`config.mk`:
```
export PLATFORM = sky130hd
export DESIGN_NAME = kti_lerp
export DESIGN_NICKNAME = d
export VERILOG_FILES = /design/src/hdl/kti_pkg.sv /design/src/hdl/kti_lerp.sv
export SDC_FILE = /design/constraint.sdc
export NUM_CORES = 1
export LEC_CHECK = 0
export BUFFER_PORTS_ARGS = -buffer_cell sky130_fd_sc_hd__buf_2
export CAP_MARGIN = 20
export CORE_ASPECT_RATIO = 0.5
export CORE_MARGIN = 5
export CORE_UTILIZATION = 60
export CTS_BUF_LIST = sky130_fd_sc_hd__clkbuf_4 sky130_fd_sc_hd__clkbuf_8
export CTS_CLUSTER_DIAMETER = 120
export DETAILED_ROUTE_END_ITERATION = 12
export PLACE_DENSITY = 0.77
export SETUP_SLACK_MARGIN = 0.1
export SYNTH_ARGS = -nofsm -noshare
export SYNTH_HDL_FRONTEND = slang
export SYNTH_SLANG_ARGS = --single-unit
```
`constraint.sdc`:
```
create_clock -name clk -period 14.56 [get_ports clk]
set_input_delay 4.368 -clock clk [delete_from_list [all_inputs] [get_ports clk]]
set_output_delay 4.368 -clock clk [all_outputs]
set_load 0.02 [all_outputs]
```
`src/hdl/kti_pkg.sv`:
```
// ----------------------------------------------------------------------------
// kti_pkg
// Shared types and constants of the keyframe track interpolator.
// ----------------------------------------------------------------------------
package kti_pkg;

  localparam int MAX_POINTS_DEF = 64;

  localparam int TIME_W   = 24;
  localparam int DEPTH_W  = 16;
  localparam int POS_W    = 24;
  localparam int ACTION_W = 16;
  localparam int INDEX_W  = 6;
  localparam int COUNT_W  = 7;
  localparam int FRAC_W   = 16;
  localparam int QUOT_W   = FRAC_W + 1;   // u spans 0..65536

  localparam int PADDR_W  = 3;
  localparam int PDATA_W  = 32;

  // Word index of the configuration register (paddr[2])
  localparam logic REG_POINT_COUNT = 1'b0;

  localparam logic CMD_WRITE = 1'b0;
  localparam logic CMD_QUERY = 1'b1;

  localparam logic signed [ACTION_W-1:0] ACTION_NONE = -16'sd1;

  typedef enum logic [2:0] {
    STS_WR_OK      = 3'd0,
    STS_WR_REJECT  = 3'd1,
    STS_INTERP     = 3'd2,
    STS_HELD_FIRST = 3'd3,
    STS_HELD_LAST  = 3'd4,
    STS_EMPTY      = 3'd5
  } status_e;

  typedef enum logic [3:0] {
    ST_IDLE,
    ST_W_RD,
    ST_W_CHK,
    ST_L_RD,
    ST_L_CAP,
    ST_SCAN,
    ST_Q_RDS,
    ST_Q_RDE,
    ST_Q_CAPE,
    ST_DIV,
    ST_LERP,
    ST_FIN
  } state_e;

  // One stored keyframe, apart from its time
  typedef struct packed {
    logic        [DEPTH_W-1:0]  depth;
    logic signed [POS_W-1:0]    x;
    logic signed [POS_W-1:0]    y;
    logic signed [ACTION_W-1:0] action;
  } kf_t;

  // Input tdata layout, last member in the lowest bits
  typedef struct packed {
    logic        [1:0]          pad;
    logic        [TIME_W-1:0]   query_time;
    logic signed [ACTION_W-1:0] key_action;
    logic signed [POS_W-1:0]    key_y;
    logic signed [POS_W-1:0]    key_x;
    logic        [DEPTH_W-1:0]  key_depth;
    logic        [TIME_W-1:0]   key_time;
    logic        [INDEX_W-1:0]  point_index;
  } in_data_t;

  // Output tdata layout, last member in the lowest bits
  typedef struct packed {
    logic        [TIME_W-1:0]   lifetime;
    logic signed [ACTION_W-1:0] out_action;
    logic signed [POS_W-1:0]    out_y;
    logic signed [POS_W-1:0]    out_x;
    logic        [DEPTH_W-1:0]  out_depth;
    logic        [TIME_W-1:0]   out_time;
  } out_data_t;

  typedef struct packed {
    status_e   status;
    out_data_t data;
  } result_t;

endpackage

```
`src/hdl/kti_lerp.sv`:
```
// ----------------------------------------------------------------------------
// kti_lerp
// Three-stage linear blend: y = a + round_half_up(u * (b - a) / 65536).
// ----------------------------------------------------------------------------
module kti_lerp #(
  parameter int W = 24
) (
  input  logic                        clk,
  input  logic                        rst,
  input  logic                        in_vld,
  input  logic signed [W-1:0]         a,
  input  logic signed [W-1:0]         b,
  input  logic [kti_pkg::QUOT_W-1:0]  u,
  output logic                        out_vld,
  output logic signed [W-1:0]         y
);

  localparam int PW = W + kti_pkg::QUOT_W + 2;

  logic [2:0]                    vld;
  logic signed [W:0]             diff;
  logic signed [W-1:0]           a1;
  logic signed [W-1:0]           a2;
  logic [kti_pkg::QUOT_W-1:0]    u1;
  logic signed [PW-1:0]          prod;
  logic signed [PW-1:0]          rnd;

  assign rnd     = (prod + PW'(32768)) >>> kti_pkg::FRAC_W;
  assign out_vld = vld[2];

  always_ff @(posedge clk) begin
    if (rst) begin
      vld <= '0;
    end else begin
      vld <= {vld[1:0], in_vld};
    end
  end

  always_ff @(posedge clk) begin
    diff <= (W+1)'(b) - (W+1)'(a);
    a1   <= a;
    u1   <= u;
    prod <= PW'(diff) * PW'($signed({1'b0, u1}));
    a2   <= a1;
    y    <= W'(PW'(a2) + rnd);
  end

endmodule

```
==> metrics.md <==
| Metric | Value |
|---|---|
| Final Setup Violations | 0 |
| Post-synthesis compound-gate area fraction | 0.0536 |
| Final worst slack | 7.44 ns |
| Max-slew violations | 0 |
| Clock sinks | 142 |
| Top-level I/O count | 93 |
| Register area share after synthesis | 0.145 |
| # DRC | 0 |
| Max stage delay on crit path | 1.07 ns |
| Share of cells above drive strength 1 | 0.0679 |
| Die height | ~140 um |
| Worst Reg-to-Reg Cells | 22 |
| FILL cells | 2601 |
| Synth Flop Type | dfxtp_1 |
| CP Max Fanout | 25 |
| M3 GR Usage | 0.0686 |
| GR Layer Usage met2 | 0.452 |
| Synth Cell Area | 0.0196 mm2 |
| Vias | 14300 |
| Critical path buffers and inverters | 5 |
| Syn Area/Cell | 9.30 um2 |
| Port Buf Inserts | about 90 |
| Cells after Synth | 2111 |
| H-Tree Depth | 4 |
| GRT Max-Usage Layer | met2 |
| Worst hold path type | flip-flop to flip-flop |
| Critical path class | flip-flop to flip-flop |
| Most used cell, CP | fa_1 |
| Largest family of logic cells by synthesized area | adder cells |
| Final RePlAce weighted congestion | 0.886 |
| Final Critical Period | 7.12 ns |
| Clock Tree Root | clkbuf_8 |
| Vias in the first global route | 15200 |
| F_max | 0.140 GHz |
| Die X | 266 um |
| Hold buffers post-CTS | 0 |
| ANT nets after route | 0 |
| Placement Setup Slack | 7.46 ns |
| Post-layout util | 0.652 |
| Final Cycle Share | 0.489 |
| Multiplexer share of the synthesized area | 0 |
| Yosys cell types | 58 |
| Initial antenna violation count | 0 |
| Synth warn | 0 |
| Clock-pin slew on the worst setup and hold paths | 0.10 ns |
| Area share of fa/ha/maj cells after synthesis | 0.494 |
| FP Rows | 46 |
| Cts bufs inserted | 17 |
| Die area | roughly 0.037 mm2 |
| Syn-to-layout area delta | 6.22% |
| Initial core utilization | 0.614 |
| Grt met1 use | 0.370 |
| Crit path DAT | ~7.5 ns |
| Congestion Overflow GR | 0 |
| Max Clock Skew | 0.0200 ns |
| Least-Margin Pin Slew | 1.19 ns |
| Setup Fix Bufs, Post-CTS | 0 |
| Iter 0 DRT Violations | 1049 |
| Final hold vios | 0 |
| Later-pin clock latency in the skew report | 0.49 ns |
| WP depth | 22 |
| Largest net degree at the start of global routing | 26 |
| Critical Path RT | 14.95 ns |
| Maxcap violations | 0 |
| Antenna cells | 0 |
| Crit end category | flip-flop |
| DP HPWL | 36400 um |
| First-pass GRT wire length | around 78000 um |
| Final setup TNS | 0 ns |
| Asr flop ratio synth | 0 |
| CP Launch Type | flip-flop |
| RSZ-0062 raised after global routing | no |
| Crit-path cells | nand2_1 -> fa_1 -> inv_1 -> fa_1 -> inv_1 -> fa_1 -> inv_1 -> fa_1 -> fa_1 -> inv_1 -> fa_1 -> inv_1 -> ha_1 -> o21ai_0 -> a21oi_1 -> a31oi_1 -> o21ai_1 -> a41oi_1 -> a21oi_1 -> a41oi_1 -> nor2b_1 -> xnor2_1 |
| TritonRoute pass-1 iters | 5 |
| Syn_nets | 2717 |
| Post-Synth XOR/XNOR Area | 0.0459 |
| Core area | roughly 0.032 mm2 |
| Outcome | completed |
| Tot GR Track Use | 0.275 |
| Longest Clk Path Bufs | 2 |
| Yosys reg bits | 142 |
| Commonest non-fill, non-tap cell in the layout | inv_1 |
| Vias/cell | 5.47 |
| CP delay by family, top | adder cells |
| Critical path's slowest cell | dfxtp_1 |
| Simple-gate portion of the synthesized area | 0.155 |
| Post-CTS Resized | 0 |
| Post-synth EDFFs | 0 |
| Slew HR | 0.205 |
| Hold path cells | 0 |
| Most frequent cells in the layout | 494 x inv_1, 396 x fa_1, 270 x nand2_1, 192 x and2_1 |
| DR WL/cell | 18.0 um |
| Final WL | between 40000 and 50000 um |
| Final #Nets | about 2800 |
| CTS tree | built |
[per-layer routing]
layer	wire length, um	part of all wire
met1	19700	0.42
met2	21800	0.46
met3	4490	0.095
met4	1070	0.023
met5	0	0
[cell usage after synthesis (4+ instances only)]
cell	instances	area [um2]
nor2_1	36	135
nand3_1	28	140
and2_1	192	1200
dfxtp_1	142	2840
xor2_1	26	228
o211ai_1	5	37.5
a211oi_1	10	75.1
nor3_1	20	100
nor2b_1	12	75.1
nand4_1	5	31.3
or3_1	9	56.3
nand2b_1	6	37.5
and3_1	12	75.1
a21oi_1	49	245
a31oi_1	6	37.5
o21a_1	9	67.6
nand2_1	270	1010
and4_1	4	35.0
ha_1	142	1780
fa_1	396	7930
a21o_1	17	128
clkbuf_1	61	229
inv_1	494	1850
o31ai_1	4	30.0
xnor2_1	77	674
o21bai_1	9	67.6
o21ai_0	24	120
[sequential cells by signal, indices dropped and copies added, names as in the netlist]
register	flops
vld	3
prod	25
a1	24
a2	24
y	24
u1	17
diff	25
[cell families after synthesis]
| kind of cell | count (synthesis) |
|---|---|
| and+or+nand+nor | 610 |
| buffers and inverters | 557 |
| adders and majority gates | 538 |
| AOI/OAI and AO/OA | 161 |
| DFF | 142 |
| xor gates and xnor gates | 103 |
[cell type report]
| class | count | area, um2 | area share |
|---|---|---|---|
| inverters | 494 | 1850 | 0.0889 |
| multi-input cells | 1412 | 14700 | 0.705 |
| well taps | 432 | 541 | 0.0259 |
| repair buffers | 100 | 548 | 0.0263 |
| flip-flops and latches | 142 | 2840 | 0.136 |
| clock buffers | 22 | 272 | 0.0130 |
| clock inverters | 10 | 105 | 0.00504 |
[final timing paths]
check,to,start,slack [ns]
worst max-delay path,prod[28],u1[9],7.44
worst min-delay path,a2[4],a1[4],0.33
worst max register to register,prod[28],u1[9],7.44
worst min register to register,a2[4],a1[4],0.33
[per-stage QoR]
step           hold slack [ns]  instances  area (um2)
2_1_floorplan            0.310       2111       19600
3_3_place_gp             0.310       2578       20400
3_5_place_dp             0.312       2578       20400
4_1_cts                  0.331       2610       20800
5_1_grt                  0.340       2612       20900
6_report                 0.327       2612       20900
Power is left out: the tool's default activity adds up to more than one toggle a clock period on the data nets, which glitch-free logic cannot reach.
