<file path="config.mk">
export PLATFORM = sky130hd
export DESIGN_NAME = kti_div
export DESIGN_NICKNAME = d
export VERILOG_FILES = /design/src/hdl/kti_pkg.sv /design/src/hdl/kti_div.sv
export SDC_FILE = /design/constraint.sdc
export NUM_CORES = 1
export LEC_CHECK = 0
export BUFFER_PORTS_ARGS = -buffer_cell sky130_fd_sc_hd__buf_2
export CAP_MARGIN = 30
export CORE_MARGIN = 8
export CORE_UTILIZATION = 40
export CTS_CLUSTER_SIZE = 20
export DETAILED_ROUTE_END_ITERATION = 8
export SETUP_SLACK_MARGIN = 0.5
export SYNTH_ARGS = -nofsm -noshare
export SYNTH_HDL_FRONTEND = slang
export SYNTH_SLANG_ARGS = --single-unit
</file>
<file path="constraint.sdc">
create_clock -name clk -period 5.8 [get_ports clk]
set_input_delay 0.29 -clock clk [delete_from_list [all_inputs] [get_ports clk]]
set_output_delay 0.29 -clock clk [all_outputs]
set_load 0.02 [all_outputs]
</file>
<file path="src/hdl/kti_pkg.sv">
// ----------------------------------------------------------------------------
// kti_pkg
// Shared types and constants of the keyframe track interpolator.
// ----------------------------------------------------------------------------
package kti_pkg;

  localparam int MAX_POINTS_DEF = 64;

  localparam int TIME_W   = 24;
  localparam int DEPTH_W  = 16;
  localparam int POS_W    = 24;
  localparam int ACTION_W = 16;
  localparam int INDEX_W  = 6;
  localparam int COUNT_W  = 7;
  localparam int FRAC_W   = 16;
  localparam int QUOT_W   = FRAC_W + 1;   // u spans 0..65536

  localparam int PADDR_W  = 3;
  localparam int PDATA_W  = 32;

  // Word index of the configuration register (paddr[2])
  localparam logic REG_POINT_COUNT = 1'b0;

  localparam logic CMD_WRITE = 1'b0;
  localparam logic CMD_QUERY = 1'b1;

  localparam logic signed [ACTION_W-1:0] ACTION_NONE = -16'sd1;

  typedef enum logic [2:0] {
    STS_WR_OK      = 3'd0,
    STS_WR_REJECT  = 3'd1,
    STS_INTERP     = 3'd2,
    STS_HELD_FIRST = 3'd3,
    STS_HELD_LAST  = 3'd4,
    STS_EMPTY      = 3'd5
  } status_e;

  typedef enum logic [3:0] {
    ST_IDLE,
    ST_W_RD,
    ST_W_CHK,
    ST_L_RD,
    ST_L_CAP,
    ST_SCAN,
    ST_Q_RDS,
    ST_Q_RDE,
    ST_Q_CAPE,
    ST_DIV,
    ST_LERP,
    ST_FIN
  } state_e;

  // One stored keyframe, apart from its time
  typedef struct packed {
    logic        [DEPTH_W-1:0]  depth;
    logic signed [POS_W-1:0]    x;
    logic signed [POS_W-1:0]    y;
    logic signed [ACTION_W-1:0] action;
  } kf_t;

  // Input tdata layout, last member in the lowest bits
  typedef struct packed {
    logic        [1:0]          pad;
    logic        [TIME_W-1:0]   query_time;
    logic signed [ACTION_W-1:0] key_action;
    logic signed [POS_W-1:0]    key_y;
    logic signed [POS_W-1:0]    key_x;
    logic        [DEPTH_W-1:0]  key_depth;
    logic        [TIME_W-1:0]   key_time;
    logic        [INDEX_W-1:0]  point_index;
  } in_data_t;

  // Output tdata layout, last member in the lowest bits
  typedef struct packed {
    logic        [TIME_W-1:0]   lifetime;
    logic signed [ACTION_W-1:0] out_action;
    logic signed [POS_W-1:0]    out_y;
    logic signed [POS_W-1:0]    out_x;
    logic        [DEPTH_W-1:0]  out_depth;
    logic        [TIME_W-1:0]   out_time;
  } out_data_t;

  typedef struct packed {
    status_e   status;
    out_data_t data;
  } result_t;

endpackage

</file>
<file path="src/hdl/kti_div.sv">
// ----------------------------------------------------------------------------
// kti_div
// Restoring divider, one quotient bit per cycle, for the Q1.16 fraction
// u = (diff << 16) / den with diff <= den.
// ----------------------------------------------------------------------------
module kti_div (
  input  logic                         clk,
  input  logic                         rst,
  input  logic                         start,
  input  logic [kti_pkg::TIME_W-1:0]   dividend,
  input  logic [kti_pkg::TIME_W-1:0]   divisor,
  output logic                         busy,
  output logic [kti_pkg::QUOT_W-1:0]   quot
);

  localparam int TW = kti_pkg::TIME_W;
  localparam int QW = kti_pkg::QUOT_W;
  localparam int CW = $clog2(QW + 1);

  logic [TW-1:0] rem;
  logic [TW-1:0] den;
  logic [QW-1:0] bits;
  logic [CW-1:0] cnt;
  logic [TW:0]   trial;
  logic          ge;

  // diff <= den, so diff >> 1 already sits below den as the first remainder
  assign trial = {rem, bits[QW-1]};
  assign ge    = trial >= {1'b0, den};
  assign busy  = cnt != '0;

  always_ff @(posedge clk) begin
    if (rst) begin
      cnt <= '0;
    end else if (start) begin
      cnt <= CW'(QW);
    end else if (busy) begin
      cnt <= cnt - CW'(1);
    end
  end

  always_ff @(posedge clk) begin
    if (start) begin
      rem  <= {1'b0, dividend[TW-1:1]};
      bits <= {dividend[0], {(QW-1){1'b0}}};
      den  <= divisor;
    end else if (busy) begin
      rem  <= ge ? TW'(trial - {1'b0, den}) : trial[TW-1:0];
      bits <= {bits[QW-2:0], 1'b0};
      quot <= {quot[QW-2:0], ge};
    end
  end

endmodule

</file>
==> flow_summary.yaml <==
cells_and_area:
  final_nets: 531
  post-route-util_pct: 47.13
  regArea_um2: 2072
  num-fill-cells: 972
  multiInputGateArea_um2: 1853
  layout-drive-gt1-share_pct: 24.45
  final_area_um2: 4822
  area_growth_syn_to_layout_pct: 15.87
  insertedDiodeCount: 0
clock_tree:
  cts_made_buffers: 9
  ctsHtreeMaxLevel: 3
  clock_latency_ps: 360
  cts_hold_buf: 0
  cts_resized: 0
  cts_root_buffer: "clkbuf_8"
  cts_setup_buffers: 0
  cts_tree: "done"
  cts_buffer_depth: 2
  clk_pin_slew_ps: 80
  cts.sinks: 71
routing:
  drc: 0
  num_vias: 3035
  highest_layer: "met4"
  wl_per_cell_um: 15.15
  routed-wl-met3_um: 417
  antenna_left: 0
  drt_iter0_drc: 149
  drt-pass1-iter-count: 4
  wl_met1_um: 4386
  wl_um: 9002
  route.met2.wl_um: 4061
  vias_per_cell: 5.109
power:
  pwr-share-clk_pct: 16.3
  power.leakage_uw: 0.002091
  power_density_nw_per_um2: 527.8
  pwr-share-seq_pct: 31.5
  p_switching_uw: 1032
  switching_share_pct: 40.55
  ir_drop_mv: 0.2417
  p_int_uw: 1513
  p_comb_share_pct: 52.2
floorplanning:
  die_y_um: 118
  rows: 37
  core_area_um2: 10230
  dieArea_um2: 13920
  start_util_pct: 40.68
  die_width_um: 118
  ios: 69
critical_path:
  endpoint_kind: "register"
  crit_start: "rem[15]$_DFFE_PP_"
  rr_worst_depth: 9
  crit_fanout: 41
  critPathSlowestCell: "a2111o_1"
  rr_endpoint: "rem[8]$_DFFE_PP_"
  cp-start-kind: "register"
  crit_chain: "ha_1 > a21o_1 > a2111o_1 > a21oi_2 > o2111ai_2 > nand2_4 > inv_4 > mux2_4 > mux2_2"
  cpPeakStageDelay_ps: 480
  endpoint: "rem[8]$_DFFE_PP_"
  rr_startpoint: "rem[15]$_DFFE_PP_"
  crit_type: "reg -> reg"
  cp.required_ps: 5920
  r2r_slack_ps: 2680
  worstPathArrival_ps: 3230
synth:
  synthTopCellsByCount: "65 x edfxtp_1, 40 x inv_1, 30 x a21oi_1, 26 x ha_1, 25 x nor2_1"
  syn-num-nets: 464
  synth_top_area_share_pct: 46.90
  synth_flop_cell: "edfxtp_1"
  synth_edf_count: 65
  synth_top_area_cell: "edfxtp_1"
  synth_seq_area_share_pct: 49.79
  async_flop_share_pct: 0
  synth-seq-cells: 71
  synth_area_leaders: "edfxtp_1 47%, ha_1 7.8%, a21oi_1 3.6%"
  yosys_warnings: 0
  yosysUniqueCellTypes: 59
  synth_most_common_cell: "edfxtp_1"
  syn_inst: 386
  syn_area_per_cell_um2: 10.78
  synthesis.area_um2: 4161
timing:
  worstMarginPinSlew_ps: 681.1
  post-route-min-period_ps: 3116
  fin_setup_tns_ps: 0
  skew_ps: 8.485
  relSlewSlack_pct: 54.59
  final-hold-violation-count: 0
  max_freq_mhz: 320.9
  finalSetupViolCount: 0
  drv_slew: 0
  rsz0062_at_grt: "false"
  period_share_pct: 53.72
placement:
  placed_cell_area_um2: 4614
  hpwl_um: 6625
  port_buffers: 68
  place.gp.congestion: 0.8379
grt:
  grt_max_degree: 42
  grt.total_usage_pct: 13.49
  gr-total-overflow: 0
  grt_pass1_vias: 3167
  grt_pass1_wl_um: 15250
  grt_antenna_before_repair: 0
run:
  cap_violations: 0
worst_hold_path:
  hp-class: "in -> reg"
status:
  outcome: "finished clean"
## power groups by stage
stage               Clock, uW  Combinational [uW]  Sequential, uW
global placement            0                1310             808
floorplan                   0                1080             816
detailed placement          0                1330             811
finish                    415                1330             801
CTS                       428                1340             802
global route              449                1490             819
## metal layers
metal | global-route usage (%) | vias up
met3 | 4.317 | 13
met4 | 4.884 | 0
met2 | 21.40 | 61
met5 | 0 | -
li1 | - | 1550
met1 | 16.85 | 1411
## worst max-delay path, delay by kind of cell (launching register included)
kind / cells / cell delay [ps]
AOI/OAI and AO/OA: 4 / 1040
adders and majority gates: 1 / 370
buffers and inverters: 1 / 120
DFF: 1 / 400
muxes: 2 / 580
and+or+nand+nor: 1 / 380
## how the worst min path moves through the flow
stage	start	end	slack (ps)	depth (start not counted)
final	divisor[23]	den[23]$_DFFE_PP_	100	1
after global routing	divisor[7]	den[7]$_DFFE_PP_	80	1
after CTS	divisor[21]	den[21]$_DFFE_PP_	80	1
after detailed placement	quot[13]$_DFFE_PP_	quot[14]$_DFFE_PP_	430	0
after global placement	quot[14]$_DFFE_PP_	quot[15]$_DFFE_PP_	430	0
after floorplan	rst	cnt[0]$_SDFFE_PP0P_	360	1
## area by class of cell
type / instances / share of cell area, %
Timing Repair Buffer: 71 / 7.525
Inverter: 41 / 3.243
Clock buffer: 11 / 3.140
Multi-Input combinational cell: 259 / 38.43
Tap cell: 136 / 3.529
Sequential cell: 71 / 42.97
Clock inverter: 5 / 1.168
## layout by cell type, fill, tap and decap left out, types with 2 or more instances in the layout
| master | synthesis | final |
|---|---|---|
| buf_2 | 3 | 68 |
| edfxtp_1 | 65 | 65 |
| inv_1 | 40 | 40 |
| a21oi_1 | 30 | 30 |
| ha_1 | 26 | 26 |
| nor2_1 | 25 | 25 |
| nand2_1 | 23 | 23 |
| a21o_1 | 16 | 16 |
| o21ai_0 | 14 | 14 |
| xnor2_1 | 13 | 13 |
| mux2_2 | 12 | 12 |
| clkbuf_8 | 0 | 11 |
| a31oi_1 | 9 | 9 |
| a211oi_1 | 9 | 9 |
| nand3_1 | 7 | 7 |
| xor2_1 | 7 | 7 |
| nor2b_1 | 6 | 6 |
| dfxtp_1 | 6 | 6 |
| and3_1 | 5 | 5 |
| and2_1 | 5 | 5 |
| nor3_1 | 4 | 4 |
| or2_2 | 3 | 3 |
| a211o_1 | 3 | 3 |
| a32oi_1 | 3 | 3 |
| o21ai_1 | 3 | 3 |
| buf_4 | 1 | 3 |
| nand4_1 | 2 | 2 |
| nor4_1 | 2 | 2 |
| nand2b_1 | 2 | 2 |
| o2111ai_1 | 2 | 2 |
| o41ai_1 | 2 | 2 |
| mux2i_1 | 2 | 2 |
| o211ai_1 | 2 | 2 |
| clkinv_2 | 0 | 2 |
## sequential cells by signal (all words and copies together) (netlist names)
| register | cells |
|---|---|
| rem | 24 |
| cnt | 5 |
| bits | 1 |
| quot | 17 |
| den | 24 |
## per-stage QoR
stage,hold slack [ps],std cells,power (uW),setup slack [ps]
2_1_floorplan,362.4,386,1892,3157
3_3_place_gp,431.9,578,2122,2733
3_5_place_dp,426.4,578,2138,2661
4_1_cts,77.05,594,2565,2644
5_1_grt,77.16,594,2754,2481
6_report,95.49,594,2545,2684
## kinds of logic (layout without fill, tap and decap cells)
logic type,after synthesis,in the layout,synth area share [%]
compound gates,105,105,16.81
simple gates,92,92,11.12
flops,71,71,49.79
buf+inv,56,128,5.682
fa+ha+maj,27,27,8.298
xor+xnor,20,20,4.209
mux,15,15,4.089
No activity file was read; power rests on OpenSTA's default activity.
