## src/hdl/kti_ram.sv

```systemverilog
// ----------------------------------------------------------------------------
// kti_ram
// Generic single-clock RAM, one write port, one read port, registered read.
// ----------------------------------------------------------------------------
module kti_ram #(
  parameter int WIDTH = 8,
  parameter int DEPTH = 64
) (
  input  logic                                   clk,
  input  logic                                   we,
  input  logic [(DEPTH > 1 ? $clog2(DEPTH) : 1)-1:0] waddr,
  input  logic [WIDTH-1:0]                       wdata,
  input  logic [(DEPTH > 1 ? $clog2(DEPTH) : 1)-1:0] raddr,
  output logic [WIDTH-1:0]                       rdata
);

  logic [WIDTH-1:0] mem [DEPTH];

  always_ff @(posedge clk) begin
    if (we) begin
      mem[waddr] <= wdata;
    end
    rdata <= mem[raddr];
  end

endmodule

```

## config.mk

```make
export PLATFORM = sky130hd
export DESIGN_NAME = kti_ram
export DESIGN_NICKNAME = d
export VERILOG_FILES = /design/src/hdl/kti_ram.sv
export SDC_FILE = /design/constraint.sdc
export NUM_CORES = 1
export LEC_CHECK = 0
export ABC_AREA = 1
export BUFFER_PORTS_ARGS = -buffer_cell sky130_fd_sc_hd__buf_2
export CORE_MARGIN = 2
export CORE_UTILIZATION = 30
export CTS_CLUSTER_SIZE = 24
export DETAILED_ROUTE_END_ITERATION = 10
export GPL_ROUTABILITY_DRIVEN = 1
export PLACE_DENSITY = 0.47
export SLEW_MARGIN = 25
export SYNTH_ARGS = -nofsm -noshare
export SYNTH_HDL_FRONTEND = slang
export SYNTH_SLANG_ARGS = --single-unit
export TNS_END_PERCENT = 1
```

## constraint.sdc

```tcl
create_clock -name clk -period 3.05 [get_ports clk]
set_input_delay 0.305 -clock clk [delete_from_list [all_inputs] [get_ports clk]]
set_output_delay 0.305 -clock clk [all_outputs]
set_load 0.01 [all_outputs]
```

==> results.py, run 1 <==
metrics = {
    "setup_path": {
        "worst_path_dominant_cell_family": "simple AND/OR/NAND/NOR gates",
        "regToRegStartpoint": "mem[50][7]",
        "cell_by_cell_listing_of_the_critical_path": "buf_2 > inv_1 > nand4_1 > nor2_1",
        "worstReg2RegEnd": "rdata[7]",
        "timing.critical_path.to_type": "register",
        "data_arrival_time_at_the_worst_slack_endpoint_ns": 2.20,
        "reg2reg_depth": 8,
        "reg2reg_setup_slack_ns": 1.56,
        "worst_path_largest_cell_delay_ns": 0.87,
        "critical-path-slowest-cell": "sky130_fd_sc_hd__nor2_1",
        "cp.required_ns": 3.30,
        "worstSetupStartpointType": "primary input",
        "critical_path.max_fanout": 9,
        "worst-path-buf-inv": 2,
        "criticalPathCategory": "in -> reg",
    },
    "cells_and_area": {
        "filler_cell_count": 6950,
        "combined_area_of_the_multi_input_logic_cells_um2": 4950,
        "mostFrequentLayoutCells": "sky130_fd_sc_hd__nand2_1 (648), sky130_fd_sc_hd__edfxtp_1 (512), sky130_fd_sc_hd__nand3_1 (439)",
        "final_layout_size_suffix_gt1_share_pct": 10.8,
        "area_used_by_sequential_logic_in_the_layout_um2": 15500,
        "synthToLayoutAreaGrowth_pct": 15.3,
        "layout.cells.most_common": "sky130_fd_sc_hd__nand2_1",
        "finish.net_count": 1898,
        "finalInstanceArea_um2": 24600,
        "final-instance-count-excl-fill": 2864,
    },
    "synth": {
        "synth_warnings": 0,
        "postSynthCellCount": 1805,
        "postSynthRegisterBits": 520,
        "postSynthNetCount": 1827,
        "synth_area_um2": 21300,
        "synth_seq_area_share_pct": 72.8,
        "syn-mean-instance-area_um2": 11.8,
        "synthMuxAreaShare_pct": 0,
        "synth_fa_ha_area_share_pct": 0,
        "area_fraction_in_compound_gates_after_synthesis_pct": 0,
        "dominant_combinational_cell_family_by_area_after_synthesis": "simple AND/OR/NAND/NOR gates",
        "synth.distinct_cells": 16,
        "yosys.area_share.xor_xnor_pct": 0,
        "synth-simple-area-share_pct": 23.2,
    },
    "clock_tree": {
        "tritoncts_num_sinks": 520,
        "clock_latency_ns": 0.62,
        "cts.path.max_buffers": 3,
        "holdBufCountCts": 0,
        "num_cts_buffers": 56,
        "htree_num_levels": 2,
        "cts_root_buffer": "sky130_fd_sc_hd__clkbuf_16",
        "path_clk_slew_ns": 0.06,
        "tritoncts": "done",
        "postCtsResizedCells": 0,
        "post-cts-setup-buffer-count": 0,
    },
    "timing": {
        "finalMaxSlewViolations": 0,
        "finalClockSkew_ns": 0.0207,
        "hold_violation_count_in_the_final_report": 0,
        "setup_violations": 0,
        "max_slew_margin_pct": 39.7,
        "fmax_ghz": 0.513,
        "finalSetupTns_ns": 0,
        "grt_setup_unrepaired": "no",
        "final_min_period_over_clock_period_pct": 64.0,
        "tightest_slew_ns": 0.902,
        "layout_min_cycle_time_ns": 1.95,
    },
    "power": {
        "power.switching_fraction_pct": 22.7,
        "power_frac_comb_pct": 6.4,
        "power.ir.vdd_worst_v": 0.000377,
        "p_switching_mw": 3.52,
        "p_per_area_nw_per_um2": 631,
        "static-leakage-power_nw": 8.81,
        "clock_power_share_pct": 42.5,
        "power.share.sequential_pct": 51.1,
        "p_int_mw": 12.0,
    },
    "global_routing": {
        "grt_pass1_wl_um": 89200,
        "global_route.overflow_total": 0,
        "grt_antenna_before_repair": 3,
        "number_of_global_route_vias_before_repair": 13500,
        "grtUsageTotal_pct": 16.1,
        "maximum_number_of_pins_on_one_net_before_global_route_repair": 65,
    },
    "floorplanning": {
        "dieWidth_um": 271,
        "cell_row_count": 97,
        "area_enclosed_by_the_die_boundary_um2": 73300,
        "initial_utilization_pct": 30.4,
        "die_height_um": 271,
        "core_region_area_um2": 70300,
        "design.portCount": 30,
    },
    "status": {
        "status": "completed",
    },
    "routing": {
        "ratio_of_routed_vias_to_standard_cells": 4.77,
        "remaining_drc_errors": 0,
        "ant_nets": 0,
        "finalWirelength_um": 59000,
        "drtPass1Iterations": 5,
        "route.detailed.wl_per_inst_um": 20.6,
        "detailedRoute.firstIterationViolations": 1290,
        "vias": 13700,
    },
    "hold_path": {
        "hold_path.class": "in -> reg",
        "whs_endpoint": "rdata[3]",
        "hold-path-cell-count": 3,
        "startpoint_of_the_worst_hold_path": "raddr[5]",
    },
    "run": {
        "cap_viol_max_count": 0,
    },
    "place": {
        "post_dp_cell_area_um2": 22800,
        "gp_routability_congestion": 0.793,
        "dpl.hpwl_um": 35000,
        "port-buffer-count": 29,
        "placedCellCount": 2758,
    },
}
==> worst register-to-register path, cell delays in order (launching register included) <==
cell and delay [ns]:
sky130_fd_sc_hd__edfxtp_1 0.37, sky130_fd_sc_hd__nand2_1 0.07, sky130_fd_sc_hd__nand3_1 0.07, sky130_fd_sc_hd__nand3_1 0.13, sky130_fd_sc_hd__nand2_1 0.10, sky130_fd_sc_hd__nand2_1 0.08
sky130_fd_sc_hd__nand3_1 0.11, sky130_fd_sc_hd__nand3_1 0.23, sky130_fd_sc_hd__nand2_1 0.18
==> area by class of cell <==
type | count | share of cell area (%)
inverters | 12 | 0.224
diodes | 2 | 0.0203
clock buffers | 83 | 6.44
flip-flops and latches | 520 | 63.2
well taps | 940 | 4.78
clock inverters | 21 | 0.758
repair buffers | 126 | 4.51
multi-input cells | 1160 | 20.1
==> power by group through the flow <==
| stage | logic, mW | clock network, mW | registers (mW) |
|---|---|---|---|
| 6_report | 0.987 | 6.60 | 7.94 |
| 5_1_grt | 1.09 | 7.01 | 7.94 |
| 4_1_cts | 1.00 | 6.76 | 7.94 |
| 3_5_place_dp | 0.998 | 0 | 8.09 |
| 3_3_place_gp | 0.995 | 0 | 8.09 |
| 2_1_floorplan | 0.556 | 0 | 8.08 |
==> kinds of logic after synthesis <==
kind of cell,Yosys count
AND/OR/NAND/NOR,1160
flip-flops,520
buffers and inverters,125
==> registers in the layout, indices dropped and copies added (netlist names) <==
register  cells
mem         512
rdata         8
==> cell usage after synthesis <==
library cell               instances  area share (%)
sky130_fd_sc_hd__buf_1            10            0.18
sky130_fd_sc_hd__buf_2            37            0.87
sky130_fd_sc_hd__buf_4            14            0.49
sky130_fd_sc_hd__buf_6            35             1.8
sky130_fd_sc_hd__buf_8             2            0.14
sky130_fd_sc_hd__clkbuf_1         15            0.26
sky130_fd_sc_hd__dfxtp_1           8            0.75
sky130_fd_sc_hd__edfxtp_1        512              72
sky130_fd_sc_hd__inv_1            10            0.18
sky130_fd_sc_hd__inv_2             1           0.018
sky130_fd_sc_hd__inv_6             1           0.041
sky130_fd_sc_hd__nand2_1         648              11
sky130_fd_sc_hd__nand3_1         439              10
sky130_fd_sc_hd__nand4_1           9            0.26
sky130_fd_sc_hd__nor2_1           56            0.99
sky130_fd_sc_hd__nor4_1            8            0.23
==> worst max path at each step <==
stage | cells past startpoint | slack, ns | endpoint | start
global placement | 4 | 0.47 | mem[56][1] | waddr[0]
floorplan | 3 | 0.98 | mem[48][0] | we
CTS | 4 | 1.14 | mem[57][7] | waddr[1]
detailed placement | 4 | 0.48 | mem[57][5] | waddr[1]
finish | 4 | 1.10 | mem[57][7] | waddr[1]
global route | 4 | 0.98 | mem[57][7] | waddr[1]
==> per-stage QoR <==
step / utilization, % / power, mW / setup slack, ns / hold WS [ns]
floorplan: - / 8.64 / 0.979 / 0.404
global placement: 32.5 / 9.08 / 0.475 / 0.706
detailed placement: 32.5 / 9.09 / 0.484 / 0.701
CTS: 35.0 / 15.7 / 1.14 / 0.0344
global route: 35.0 / 16.0 / 0.978 / 0.0791
finish: 35.0 / 15.5 / 1.10 / 0.0769
==> per-layer routing <==
layer	vias up	GRT usage [%]	share of wire [%]
li1	6511	-	-
met1	6690	23.6	47
met2	381	24.7	45
met3	81	2.80	5.8
met4	2	4.20	1.8
met5	-	0	0.025
Power figures use the tool's default switching activity.
==> run 2, diff against run 1 <==
--- a/config.mk
+++ b/config.mk
@@ -12,7 +12,7 @@
 export CTS_CLUSTER_SIZE = 24
 export DETAILED_ROUTE_END_ITERATION = 10
 export GPL_ROUTABILITY_DRIVEN = 1
-export PLACE_DENSITY = 0.47
+export PLACE_DENSITY = 0.48
 export SLEW_MARGIN = 25
 export SYNTH_ARGS = -nofsm -noshare
 export SYNTH_HDL_FRONTEND = slang
==> constraint.sdc (replaced) <==
create_clock -name clk -period 1.6 [get_ports clk]
set_input_delay 0.16 -clock clk [delete_from_list [all_inputs] [get_ports clk]]
set_output_delay 0.16 -clock clk [all_outputs]
set_load 0.01 [all_outputs]
==> run 2 against run 1 <==
  * Routed wire length fell by 0.50%
  * Register-to-register slack got worse by 1.5 ns
  * Non-clock buffer count rose by 99
==> results.py, run 2 (same netlist as run 1, synthesis figures left out) <==
metrics = {
    "status": {
        "status": "completed",
    },
    "cells_and_area": {
        "final-instance-count-excl-fill": 2957,
        "layout.cells.most_common": "sky130_fd_sc_hd__nand2_1",
        "finalInstanceArea_um2": 25600,
        "antenna_cells_inserted": 0,
        "filler_cell_count": 6870,
        "final_layout_size_suffix_gt1_share_pct": 15.6,
        "area_used_by_sequential_logic_in_the_layout_um2": 15500,
        "top_regs": "mem (512), rdata (8)",
        "largest_register_ffs": 512,
        "combined_area_of_the_multi_input_logic_cells_um2": 5000,
        "max_flop_register": "mem",
        "synthToLayoutAreaGrowth_pct": 20.0,
        "mostFrequentLayoutCells": "sky130_fd_sc_hd__nand2_1 (648), sky130_fd_sc_hd__edfxtp_1 (512), sky130_fd_sc_hd__nand3_1 (439)",
        "finish.net_count": 1996,
    },
    "routing": {
        "ratio_of_routed_vias_to_standard_cells": 4.74,
        "drtPass1Iterations": 5,
        "finalWirelength_um": 58700,
        "route.detailed.wl_per_inst_um": 19.9,
        "vias": 14000,
        "remaining_drc_errors": 0,
        "detailedRoute.firstIterationViolations": 1040,
        "ant_nets": 0,
    },
    "setup_path": {
        "reg2reg_setup_slack_ns": 0.08,
        "cp.required_ns": 2.06,
        "critical_path_depth": 8,
        "worst_path_dominant_cell_family": "simple AND/OR/NAND/NOR gates",
        "timing.critical_path.to_type": "register",
        "crit_end": "rdata[7]",
        "reg2reg_depth": 8,
        "data_arrival_time_at_the_worst_slack_endpoint_ns": 1.98,
        "critical_path.max_fanout": 1,
        "cell_by_cell_listing_of_the_critical_path": "nand2_1 > nand3_1 > nand3_1 > nand2_1 > nand2_1 > nand3_1 > nand3_1 > nand2_1",
        "worst-path-buf-inv": 0,
        "worstReg2RegEnd": "rdata[7]",
        "regToRegStartpoint": "mem[35][7]",
        "worstSetupStartpointType": "register",
        "critical-path-slowest-cell": "sky130_fd_sc_hd__edfxtp_1",
        "worst_setup_path_startpoint": "mem[35][7]",
        "worst_path_largest_cell_delay_ns": 0.37,
        "criticalPathCategory": "reg -> reg",
    },
    "clock_tree": {
        "path_clk_slew_ns": 0.06,
        "tritoncts": "done",
        "cts.path.max_buffers": 3,
        "tritoncts_num_sinks": 520,
        "cts_root_buffer": "sky130_fd_sc_hd__clkbuf_16",
        "htree_num_levels": 2,
        "clock_latency_ns": 0.62,
        "num_cts_buffers": 55,
    },
    "place": {
        "placedCellCount": 2856,
        "port-buffer-count": 29,
        "dpl.hpwl_um": 36700,
        "post_dp_cell_area_um2": 23800,
        "gp_routability_congestion": 0.836,
        "place_worst_setup_slack_ns": -0.270,
    },
    "floorplanning": {
        "die_height_um": 271,
        "dieWidth_um": 271,
        "core_region_area_um2": 70300,
        "initial_utilization_pct": 30.4,
        "cell_row_count": 97,
        "area_enclosed_by_the_die_boundary_um2": 73300,
        "design.portCount": 30,
    },
    "run": {
        "cap_viol_max_count": 0,
    },
    "power": {
        "power.share.sequential_pct": 50.5,
        "power.switching_fraction_pct": 22.8,
        "p_per_area_nw_per_um2": 1170,
        "static-leakage-power_nw": 9.37,
        "p_switching_mw": 6.81,
        "finalPower_mw": 29.9,
        "power.ir.vdd_worst_v": 0.000813,
        "p_int_mw": 23.1,
        "power_frac_comb_pct": 7.0,
        "clock_power_share_pct": 42.5,
    },
    "global_routing": {
        "grt_antenna_before_repair": 3,
        "grtUsageTotal_pct": 16.1,
        "grt_pass1_wl_um": 90000,
        "grtUsageMet3_pct": 2.50,
        "global_route_met2_usage_pct": 25.6,
        "grt_use_met1_pct": 22.9,
        "globalRoute.busiestLayer": "met2",
        "global_route.overflow_total": 0,
        "maximum_number_of_pins_on_one_net_before_global_route_repair": 65,
        "number_of_global_route_vias_before_repair": 14200,
    },
    "timing": {
        "setup_violations": 0,
        "hold_violation_count_in_the_final_report": 0,
        "final_min_period_over_clock_period_pct": 94.8,
        "layout_min_cycle_time_ns": 1.52,
        "max_slew_margin_pct": 55.8,
        "finalMaxSlewViolations": 0,
        "fmax_ghz": 0.660,
        "finalClockSkew_ns": 0.0358,
        "final.setup.worst_slack_ns": 0.0840,
        "tightest_slew_ns": 0.663,
        "grt_setup_unrepaired": "no",
    },
    "hold_path": {
        "hold_path.class": "in -> reg",
    },
}
==> run 2: final cells by class <==
| cell class | instances | share of cell area (%) |
|---|---|---|
| timing repair buffer | 225 | 8.08 |
| sequential | 520 | 60.7 |
| tap | 940 | 4.59 |
| clock buffer | 64 | 5.59 |
| clock inverter | 36 | 1.34 |
| multi-input combinational | 1160 | 19.5 |
| inverter | 12 | 0.215 |
==> run 2: through the flow <==
stage / hold slack [ns] / util [%] / TNS [ns]
floorplan: 0.259 / - / -25.91
global placement: 0.546 / 33.9 / -1.46
detailed placement: 0.552 / 33.9 / -1.55
CTS: 0.0646 / 36.4 / 0
global route: 0.0709 / 36.4 / 0
finish: 0.0574 / 36.4 / 0
==> run 2: worst min path at each step <==
| stage | start | to | slack (ns) | depth (start not counted) |
|---|---|---|---|---|
| 2_1_floorplan | wdata[0] | mem[0][0] | 0.26 | 0 |
| 3_3_place_gp | raddr[5] | rdata[1] | 0.55 | 3 |
| 3_5_place_dp | raddr[5] | rdata[1] | 0.55 | 3 |
| 4_1_cts | wdata[6] | mem[55][6] | 0.06 | 2 |
| 5_1_grt | wdata[4] | mem[11][4] | 0.07 | 2 |
| 6_report | wdata[4] | mem[12][4] | 0.06 | 2 |
==> run 2: routing by layer <==
layer	vias to the layer above	part of all wire [%]	wire length (µm)
met4	6	2.1	1250
met5	-	0.066	39
met3	87	5.4	3190
met1	6869	46	27200
li1	6697	-	-
met2	362	46	27000
==> run 2: power groups by stage <==
stage	logic (mW)	registers [mW]	clock network [mW]
finish	2.09	15.1	12.7
floorplan	1.07	15.4	0
detailed placement	2.12	15.4	0
global placement	2.11	15.4	0
global route	2.30	15.1	13.5
CTS	2.12	15.1	13.0
==> run 2: worst reg2reg max path: cells and delay by family, from the launching register on <==
kind	cells	cell delay, ns
DFF	1	0.37
and+or+nand+nor	8	1.00
==> run 2: timing repair <==
item	4_1_cts	5_1_grt
hold buffers	1	0
endpoints found under the hold margin	5	0
setup buffers	0	0
gates resized for setup	0	0
